### src/rtl/lph_pkg.sv
// Shared types and constants for the linear-probe hash table.
// Holds the table geometry, request and status codes and the microcode word layout.
// Depends on nothing; every other file imports it.
package lph_pkg;

	localparam int TABLE_SIZE = 13;
	localparam int KEY_W      = 31;
	localparam int SLOT_W     = $clog2(TABLE_SIZE + 1);
	localparam int ADDR_W     = $clog2(TABLE_SIZE);
	localparam int CNT_W      = $clog2(TABLE_SIZE);

	// The home slot is found four key bits per step.
	localparam int NIB_W     = 4;
	localparam int NIB_STEPS = (KEY_W + NIB_W - 1) / NIB_W;
	localparam int SHIFT_W   = NIB_STEPS * NIB_W;
	localparam int NIBCNT_W  = $clog2(NIB_STEPS);

	localparam logic [1:0] OP_SEARCH = 2'd0;
	localparam logic [1:0] OP_INSERT = 2'd1;
	localparam logic [1:0] OP_REMOVE = 2'd2;

	localparam logic [1:0] ST_OK        = 2'd0;
	localparam logic [1:0] ST_NOT_FOUND = 2'd1;
	localparam logic [1:0] ST_FULL      = 2'd2;
	localparam logic [1:0] ST_DUP       = 2'd3;

	localparam int STEP_W = 3;
	localparam logic [STEP_W-1:0] STEP_IDLE   = 3'd0;
	localparam logic [STEP_W-1:0] STEP_MOD    = 3'd1;
	localparam logic [STEP_W-1:0] STEP_LOAD   = 3'd2;
	localparam logic [STEP_W-1:0] STEP_PROBE  = 3'd3;
	localparam logic [STEP_W-1:0] STEP_FINISH = 3'd4;

	typedef enum logic [2:0] {
		COND_ALWAYS,
		COND_IN_XFER,
		COND_MOD_LAST,
		COND_EARLY,
		COND_PROBE_END,
		COND_OUT_FREE
	} cond_t;

	typedef struct packed {
		logic              accept;
		logic              mod_step;
		logic              start_probe;
		logic              probe;
		logic              commit;
		cond_t             cond;
		logic              hold;
		logic [STEP_W-1:0] target;
	} ucode_t;

	typedef struct packed {
		logic in_xfer;
		logic mod_last;
		logic early;
		logic probe_end;
		logic out_free;
	} flags_t;

endpackage

### src/rtl/lph_seq.sv
// Microcode sequencer for the linear-probe hash table.
// Holds the program ROM and the step counter; uses lph_pkg.
module lph_seq (
	input  logic            clk,
	input  logic            arst_n,
	input  lph_pkg::flags_t flags,
	output lph_pkg::ucode_t uc
);
	import lph_pkg::*;

	logic [STEP_W-1:0] step_q;
	logic              cond_true;

	function automatic ucode_t ucode_rom(input logic [STEP_W-1:0] step);
		ucode_t w;
		w = '0;
		unique case (step)
			STEP_IDLE: begin
				w.accept = 1'b1;
				w.cond   = COND_IN_XFER;
				w.hold   = 1'b1;
				w.target = STEP_MOD;
			end
			STEP_MOD: begin
				w.mod_step = 1'b1;
				w.cond     = COND_MOD_LAST;
				w.hold     = 1'b1;
				w.target   = STEP_LOAD;
			end
			STEP_LOAD: begin
				w.start_probe = 1'b1;
				w.cond        = COND_EARLY;
				w.target      = STEP_FINISH;
			end
			STEP_PROBE: begin
				w.probe  = 1'b1;
				w.cond   = COND_PROBE_END;
				w.hold   = 1'b1;
				w.target = STEP_FINISH;
			end
			STEP_FINISH: begin
				w.commit = 1'b1;
				w.cond   = COND_OUT_FREE;
				w.hold   = 1'b1;
				w.target = STEP_IDLE;
			end
			default: begin
				w.cond   = COND_ALWAYS;
				w.target = STEP_IDLE;
			end
		endcase
		return w;
	endfunction

	assign uc = ucode_rom(step_q);

	always_comb begin
		unique case (uc.cond)
			COND_ALWAYS:    cond_true = 1'b1;
			COND_IN_XFER:   cond_true = flags.in_xfer;
			COND_MOD_LAST:  cond_true = flags.mod_last;
			COND_EARLY:     cond_true = flags.early;
			COND_PROBE_END: cond_true = flags.probe_end;
			COND_OUT_FREE:  cond_true = flags.out_free;
			default:        cond_true = 1'b1;
		endcase
	end

	always_ff @(posedge clk or negedge arst_n) begin
		if (!arst_n) begin
			step_q <= STEP_IDLE;
		end else if (cond_true) begin
			step_q <= uc.target;
		end else if (!uc.hold) begin
			step_q <= step_q + 1'b1;
		end
	end

endmodule

### src/rtl/linear_probe_hash_table_top.sv
// Linear-probe hash table: search, insert and remove of nonzero 31-bit keys.
// A request passes the home slot reduction, four key bits a step, then the probe walk,
// one slot per cycle, unless it is settled before probing. The next request is taken
// only after the result has been loaded into the output register, so requests never
// overlap inside the block.
// Reset empties the table at once through per-slot valid flags; no clearing pass is needed.
module linear_probe_hash_table_top (
	input  logic                        clk,
	input  logic                        arst_n,
	input  logic                        in_valid,
	output logic                        in_ready,
	input  logic [1:0]                  op,
	input  logic [lph_pkg::KEY_W-1:0]   key,
	output logic                        out_valid,
	input  logic                        out_ready,
	output logic [1:0]                  status,
	output logic [lph_pkg::SLOT_W-1:0]  slot,
	output logic [lph_pkg::CNT_W-1:0]   key_count
);
	import lph_pkg::*;

	localparam logic [CNT_W-1:0]    CNT_MAX   = CNT_W'(TABLE_SIZE - 1);
	localparam logic [ADDR_W-1:0]   ADDR_LAST = ADDR_W'(TABLE_SIZE - 1);
	localparam logic [SLOT_W-1:0]   SLOT_NONE = SLOT_W'(TABLE_SIZE);
	localparam logic [ADDR_W:0]     MOD_N     = (ADDR_W + 1)'(TABLE_SIZE);
	localparam logic [NIBCNT_W-1:0] NIB_LAST  = NIBCNT_W'(NIB_STEPS - 1);

	ucode_t uc;
	flags_t flags;

	// Request registers, loaded on the input transfer.
	logic [1:0]          op_q;
	logic [KEY_W-1:0]    key_q;

	// Home slot reduction: the key is shifted out four bits a step into a running remainder.
	logic [SHIFT_W-1:0]  sh_q;
	logic [ADDR_W-1:0]   rem_q;
	logic [NIBCNT_W-1:0] nib_q;
	logic [ADDR_W:0]     rem_acc;
	logic [ADDR_W-1:0]   rem_next;

	// Probe state and the table itself.
	logic [ADDR_W-1:0]     pos_q;
	logic [ADDR_W-1:0]     probes_q;
	logic [ADDR_W-1:0]     pos_inc;
	logic [ADDR_W-1:0]     rd_addr;
	logic [KEY_W-1:0]      rd_key_q;
	logic                  rd_vld_q;
	logic [TABLE_SIZE-1:0] vld_q;
	logic [KEY_W-1:0]      slot_mem [TABLE_SIZE];
	logic [CNT_W-1:0]      count_q;
	logic [CNT_W-1:0]      count_next;

	logic hit;
	logic empty;
	logic exhausted;
	logic op_known;

	// Result held between the probe and the commit step.
	logic [1:0]        res_status_q;
	logic [SLOT_W-1:0] res_slot_q;
	logic              wr_en_q;
	logic              wr_set_q;
	logic              commit_go;

	// Output register: it parts the result from the next request.
	logic              out_valid_q;
	logic [1:0]        status_q;
	logic [SLOT_W-1:0] slot_q;
	logic [CNT_W-1:0]  key_count_q;

	lph_seq u_seq (
		.clk    (clk),
		.arst_n (arst_n),
		.flags  (flags),
		.uc     (uc)
	);

	assign in_ready  = uc.accept;
	assign out_valid = out_valid_q;
	assign status    = status_q;
	assign slot      = slot_q;
	assign key_count = key_count_q;

	// Each remainder step folds in one key bit; one compare and subtract keeps it below
	// the table size because twice the remainder plus one stays below twice the size.
	always_comb begin
		rem_acc = {1'b0, rem_q};
		for (int i = 0; i < NIB_W; i++) begin
			rem_acc = {rem_acc[ADDR_W-1:0], sh_q[SHIFT_W-1-i]};
			if (rem_acc >= MOD_N) begin
				rem_acc = rem_acc - MOD_N;
			end
		end
		rem_next = rem_acc[ADDR_W-1:0];
	end

	assign pos_inc   = (pos_q == ADDR_LAST) ? '0 : pos_q + 1'b1;
	assign rd_addr   = uc.start_probe ? rem_q : pos_inc;
	assign hit       = rd_vld_q && (rd_key_q == key_q);
	assign empty     = !rd_vld_q;
	assign exhausted = (probes_q == ADDR_LAST);
	assign op_known  = (op_q == OP_SEARCH) || (op_q == OP_INSERT) || (op_q == OP_REMOVE);

	// A zero key or an unknown request answers not found without probing, and an insert
	// into a table that already holds its limit answers full without probing.
	assign flags.in_xfer   = in_valid && uc.accept;
	assign flags.mod_last  = (nib_q == NIB_LAST);
	assign flags.early     = (key_q == '0) || !op_known ||
	                         ((op_q == OP_INSERT) && (count_q == CNT_MAX));
	assign flags.probe_end = hit || empty || exhausted;
	assign flags.out_free  = !out_valid_q || out_ready;

	assign commit_go = uc.commit && flags.out_free;

	always_comb begin
		count_next = count_q;
		if (wr_en_q) begin
			if (wr_set_q) begin
				count_next = count_q + 1'b1;
			end else begin
				count_next = count_q - 1'b1;
			end
		end
	end

	// Request capture, home slot reduction and the probe walk.
	always_ff @(posedge clk) begin
		if (flags.in_xfer) begin
			op_q  <= op;
			key_q <= key;
			sh_q  <= SHIFT_W'(key);
			rem_q <= '0;
			nib_q <= '0;
		end
		if (uc.mod_step) begin
			sh_q  <= sh_q << NIB_W;
			rem_q <= rem_next;
			nib_q <= nib_q + 1'b1;
		end
		if (uc.start_probe) begin
			pos_q        <= rem_q;
			probes_q     <= '0;
			res_slot_q   <= SLOT_NONE;
			wr_set_q     <= 1'b0;
			if (op_known && (key_q != '0) && (op_q == OP_INSERT) && (count_q == CNT_MAX)) begin
				res_status_q <= ST_FULL;
			end else begin
				res_status_q <= ST_NOT_FOUND;
			end
		end
		if (uc.probe) begin
			if (!flags.probe_end) begin
				pos_q    <= pos_inc;
				probes_q <= probes_q + 1'b1;
			end else begin
				case (op_q)
					OP_SEARCH: begin
						if (hit) begin
							res_status_q <= ST_OK;
							res_slot_q   <= SLOT_W'(pos_q);
						end
					end
					OP_INSERT: begin
						if (hit) begin
							res_status_q <= ST_DUP;
						end else if (empty) begin
							res_status_q <= ST_OK;
							res_slot_q   <= SLOT_W'(pos_q);
							wr_set_q     <= 1'b1;
						end else begin
							res_status_q <= ST_FULL;
						end
					end
					OP_REMOVE: begin
						if (hit) begin
							res_status_q <= ST_OK;
							res_slot_q   <= SLOT_W'(pos_q);
						end
					end
					default: begin
						res_status_q <= ST_NOT_FOUND;
					end
				endcase
			end
		end
	end

	// The write intent is control: it must never fire a commit that a probe did not set.
	always_ff @(posedge clk or negedge arst_n) begin
		if (!arst_n) begin
			wr_en_q <= 1'b0;
		end else if (uc.start_probe) begin
			wr_en_q <= 1'b0;
		end else if (uc.probe && flags.probe_end) begin
			wr_en_q <= hit ? (op_q == OP_REMOVE) : (empty && (op_q == OP_INSERT));
		end
	end

	// Key store with registered read; one slot is read per cycle.
	always_ff @(posedge clk) begin
		rd_key_q <= slot_mem[rd_addr];
		rd_vld_q <= vld_q[rd_addr];
		if (commit_go && wr_en_q && wr_set_q) begin
			slot_mem[pos_q] <= key_q;
		end
	end

	// Slot occupancy and key count. A removed slot simply becomes empty again.
	always_ff @(posedge clk or negedge arst_n) begin
		if (!arst_n) begin
			vld_q   <= '0;
			count_q <= '0;
		end else if (commit_go) begin
			count_q <= count_next;
			if (wr_en_q) begin
				vld_q[pos_q] <= wr_set_q;
			end
		end
	end

	// Output register: loaded at commit, emptied by a transfer on the result side.
	always_ff @(posedge clk or negedge arst_n) begin
		if (!arst_n) begin
			out_valid_q <= 1'b0;
		end else if (commit_go) begin
			out_valid_q <= 1'b1;
		end else if (out_ready) begin
			out_valid_q <= 1'b0;
		end
	end

	always_ff @(posedge clk) begin
		if (commit_go) begin
			status_q    <= res_status_q;
			slot_q      <= res_slot_q;
			key_count_q <= count_next;
		end
	end

	// The key count never reaches the table size, so one slot always stays empty.
	a_count_bound: assert property (@(posedge clk) disable iff (!arst_n)
		count_q <= CNT_MAX)
		else $error("key count beyond limit");

	// The key count always equals the number of occupied slots.
	a_count_occupancy: assert property (@(posedge clk) disable iff (!arst_n)
		$countones(vld_q) == int'(count_q))
		else $error("key count disagrees with occupancy");

	// An insert only fills an empty slot and a remove only clears an occupied one.
	a_write_target: assert property (@(posedge clk) disable iff (!arst_n)
		(commit_go && wr_en_q) |-> (vld_q[pos_q] == !wr_set_q))
		else $error("table write to wrong kind of slot");

	// Reads during a probe stay inside the table.
	a_read_range: assert property (@(posedge clk) disable iff (!arst_n)
		(uc.start_probe || uc.probe) |-> (rd_addr <= ADDR_LAST))
		else $error("probe address outside table");

endmodule

### config.mk
export PLATFORM = sky130hd
export DESIGN_NAME = linear_probe_hash_table_top
export DESIGN_NICKNAME = d
export VERILOG_FILES = /design/src/rtl/lph_pkg.sv /design/src/rtl/lph_seq.sv /design/src/rtl/linear_probe_hash_table_top.sv
export SDC_FILE = /design/constraint.sdc
export NUM_CORES = 1
export LEC_CHECK = 0
export BUFFER_PORTS_ARGS = -buffer_cell sky130_fd_sc_hd__buf_2
export CAP_MARGIN = 10
export CORE_MARGIN = 2
export CORE_UTILIZATION = 43
export CTS_CLUSTER_DIAMETER = 30
export CTS_CLUSTER_SIZE = 8
export DETAILED_ROUTE_END_ITERATION = 8
export SYNTH_ARGS = -nofsm -noshare
export SYNTH_HDL_FRONTEND = slang
export SYNTH_SLANG_ARGS = --single-unit
### constraint.sdc
create_clock -name clk -period 4.3 [get_ports clk]
set_input_delay 0.86 -clock clk [delete_from_list [all_inputs] [get_ports clk]]
set_output_delay 0.86 -clock clk [all_outputs]
set_load 0.02 [all_outputs]
==> summary.txt <==
Layout
  – Share of cells above drive strength 1: 25.5%
  – Fillers: 4047
  – Multi-input gate area: just under 6000 um^2
  – NumNets Final: between 1500 and 2000
  – Finished Layout Cells: 2256
  – P&R area growth vs syn: 23.3%
  – Register area: ~16000 um^2
  – Fin util: 53.5%
  – Ant diodes: 0

Critical path
  – Worst Setup SP: rem_q[0]
  – Crit path max fanout: 11
  – Slowest stage delay, CP: between 0.6 and 0.7 ns
  – Critical Path Start Type: register
  – CP cell instances: inv_1 -> ha_1 -> o311ai_2 -> nor2_2 -> or3_4 -> a22oi_4 -> o22ai_1 -> mux2i_1 -> nor2b_1 -> a41oi_1 -> a31oi_1
  – WP data arrival: between 4 and 5 ns
  – Worst r2r src: rem_q[0]
  – CP delay by family, top: compound AO/OA/AOI/OAI gates
  – Crit. End Element: register
  – CP Data Required Time: around 4.8 ns
  – Kind of critical path: register to register
  – R2R Setup Slk: 0.72 ns
  – Critical path buffer and inverter count: 1
  – Crit-path slowest cell: mux2i_1

Hold path
  – HP Class: input port to async pin

Clocking
  – CTS H-Tree Depth: 3
  – Num CTS Buffers: between 100 and 150
  – Resized Gates After CTS: 0
  – Root buf cell: clkbuf_16
  – CTS sink count: 554
  – Post-CTS setup buffers: 0
  – # hold bufs at CTS: 0
  – Clk slew on worst S/H paths: ~0.05 ns
  – TritonCTS clock tree: built
  – Clk buf depth: 3
  – Clock Latency Late Sink: approximately 0.65 ns

Route
  – Vias/cell: between 5 and 6
  – DRT iter0 DRCs: between 900 and 1000
  – # DRC: 0
  – TritonRoute pass-1 iters: 5
  – ANT nets after route: 0
  – Total Wirelength: a little over 50000 um
  – Wirelength per Cell: roughly 22 um
  – Via Count: approximately 12000

STA
  – Final setup fails: 0
  – Max Transition Viols Final: 0
  – Period utilization: ~83%
  – Clk_skew: ~0.045 ns
  – TNS Setup: 0 ns
  – RSZ-0062 raised after global routing: false
  – Fin. Hold Viols: 0
  – Slew at the pin with the worst max-slew slack: between 0.9 and 1 ns
  – Worst relative slew slack: between 30 and 40%
  – Fmax achieved: about 280 MHz
  – Tmin final: 3.58 ns

Global routing
  – Pin count of the biggest net entering global routing: 65
  – Congestion Overflow GR: 0
  – First-pass GRT wire length: ~80000 um
  – Antenna violations before repair: 0
  – Number of global-route vias before repair: between 10000 and 15000
  – GRT Overall Usage: between 10% and 20%

Synth
  – Synth Flop Type: edfxtp_1
  – Synth area leaders: edfxtp_1 (65%), mux4_2 (9.7%), dfxtp_1 (4.6%)
  – Synth Net Count: approximately 1400
  – Yosys reg bits: approximately 550
  – Area leader, netlist: edfxtp_1
  – Synth async-reset ratio: approximately 4.0%
  – EDFF count, synth: between 400 and 500
  – YS warnings: 0
  – Share of the synthesized area in the top cell type: about two thirds
  – Top-count cell post-synth: edfxtp_1
  – Cells after Synth: approximately 1300
  – Syn Area/Cell: between 15 and 20 um^2
  – Synth Cell Area: roughly 22000 um^2
  – Post-synthesis sequential area ratio: slightly above 70%
  – Netlist cell types: 65
  – Top cells by count, synth: edfxtp_1 (481), nand2_1 (161), mux4_2 (96)

Place
  – RD Place Congestion: 0.765
  – DP HPWL: 28000 um
  – Cells after DPL: just over 2000
  – PortBufs: 48

Power and ir drop
  – Power density cells: around 830 nW/um^2
  – Worst IR Drop VDD: between 600 and 700 uV
  – Leak: about 9.4 nW

Floorplan
  – I/O pin total: 49
  – Die Span Y: roughly 230 um
  – Die X: around 230 um
  – Area of the die: about 53000 um^2
  – CORE AREA: 51200 um^2
  – Row count: 83
  – Starting density of the core: 43.4%

Job
  – Max-cap violations: 0

Status
  – Run status: completed
==> worst paths after layout <==
path / end / cells past startpoint
worst min-delay path: u_seq.step_q[2] / 1
min in group clk: op_q[0] / 1
worst max register to register: rem_q[3] / 11
worst max-delay path: rem_q[3] / 11
max in group asynchronous: vld_q[4] / 1
worst min register to register: slot[2] / 0
==> layout by cell type, fill, tap and decap left out, types with 7 or more instances in the layout <==
cell type,synthesis,layout
a211oi_1,34,34
a21oi_1,20,18
a31oi_1,36,36
and2_1,36,36
buf_12,0,10
buf_2,15,48
buf_4,1,39
bufinv_16,0,16
clkbuf_1,49,23
clkbuf_16,0,107
clkbuf_8,0,14
clkinv_1,0,9
clkinv_2,0,18
clkinvlp_4,0,7
dfrtp_1,22,22
dfxtp_1,51,51
edfxtp_1,481,481
ha_1,18,18
inv_1,17,16
mux4_2,96,96
nand2_1,161,161
nand2b_1,8,8
nand3_1,40,40
nand4_1,9,9
nor2_1,44,32
nor2_4,0,12
nor2b_1,10,9
nor3_1,8,7
nor4_1,15,15
o21ai_0,52,52
xnor2_1,28,28
xor2_1,13,13
==> sequential cells by signal (all words and copies together), names as in the netlist, 3 cells and up <==
| register | cells |
|---|---|
| u_seq.step_q | 3 |
| vld_q | 13 |
| rd_key_q | 31 |
| slot_mem | 403 |
| key_count | 4 |
| pos_q | 4 |
| count_q | 4 |
| sh_q | 32 |
| slot | 4 |
| probes_q | 4 |
| key_q | 31 |
| res_slot_q | 4 |
| nib_q | 3 |
| rem_q | 4 |
==> power by group <==
group | internal [mW] | switching, mW
logic | 3.16 | 3.85
registers | 6.64 | 0.563
clock network | 5.76 | 2.68
total | 15.6 | 7.09
==> layer usage <==
layer	vias to the layer above	share of wire (%)	global-route usage, %
li1	5578	-	-
met1	6397	43	26.6
met2	426	47	31.3
met3	82	6.9	4.01
met4	0	2.4	6.90
met5	-	0	0
==> per-stage QoR <==
step	hold WS, ns	setup WS (ns)	total power [mW]	instance area (um^2)
finish	0.225	0.716	22.7	27400
global route	0.261	0.395	23.8	27400
CTS	0.216	0.724	22.9	27400
detailed placement	0.426	0.744	14.4	23600
global placement	0.423	0.792	14.3	23600
floorplan	0.403	0.503	12.3	22200
==> kinds of logic after synthesis <==
group | after synthesis | synth area share [%]
AO/OA/AOI/OAI | 186 | 5.53
XOR/XNOR | 41 | 1.62
adder cells (fa/ha/maj) | 19 | 1.10
buffers and inverters | 87 | 1.71
flip-flops | 554 | 72.2
multiplexers | 106 | 10.2
AND/OR/NAND/NOR | 355 | 7.66
==> cell type report <==
cell class | count | share of cell area [%]
multi-input combinational | 707 | 21.8
tap | 680 | 3.11
sequential | 554 | 58.5
inverter | 17 | 0.233
timing repair buffer | 97 | 2.68
clock inverter | 57 | 2.90
clock buffer | 144 | 10.8
Note: power is estimated with default switching activity, not from simulation.
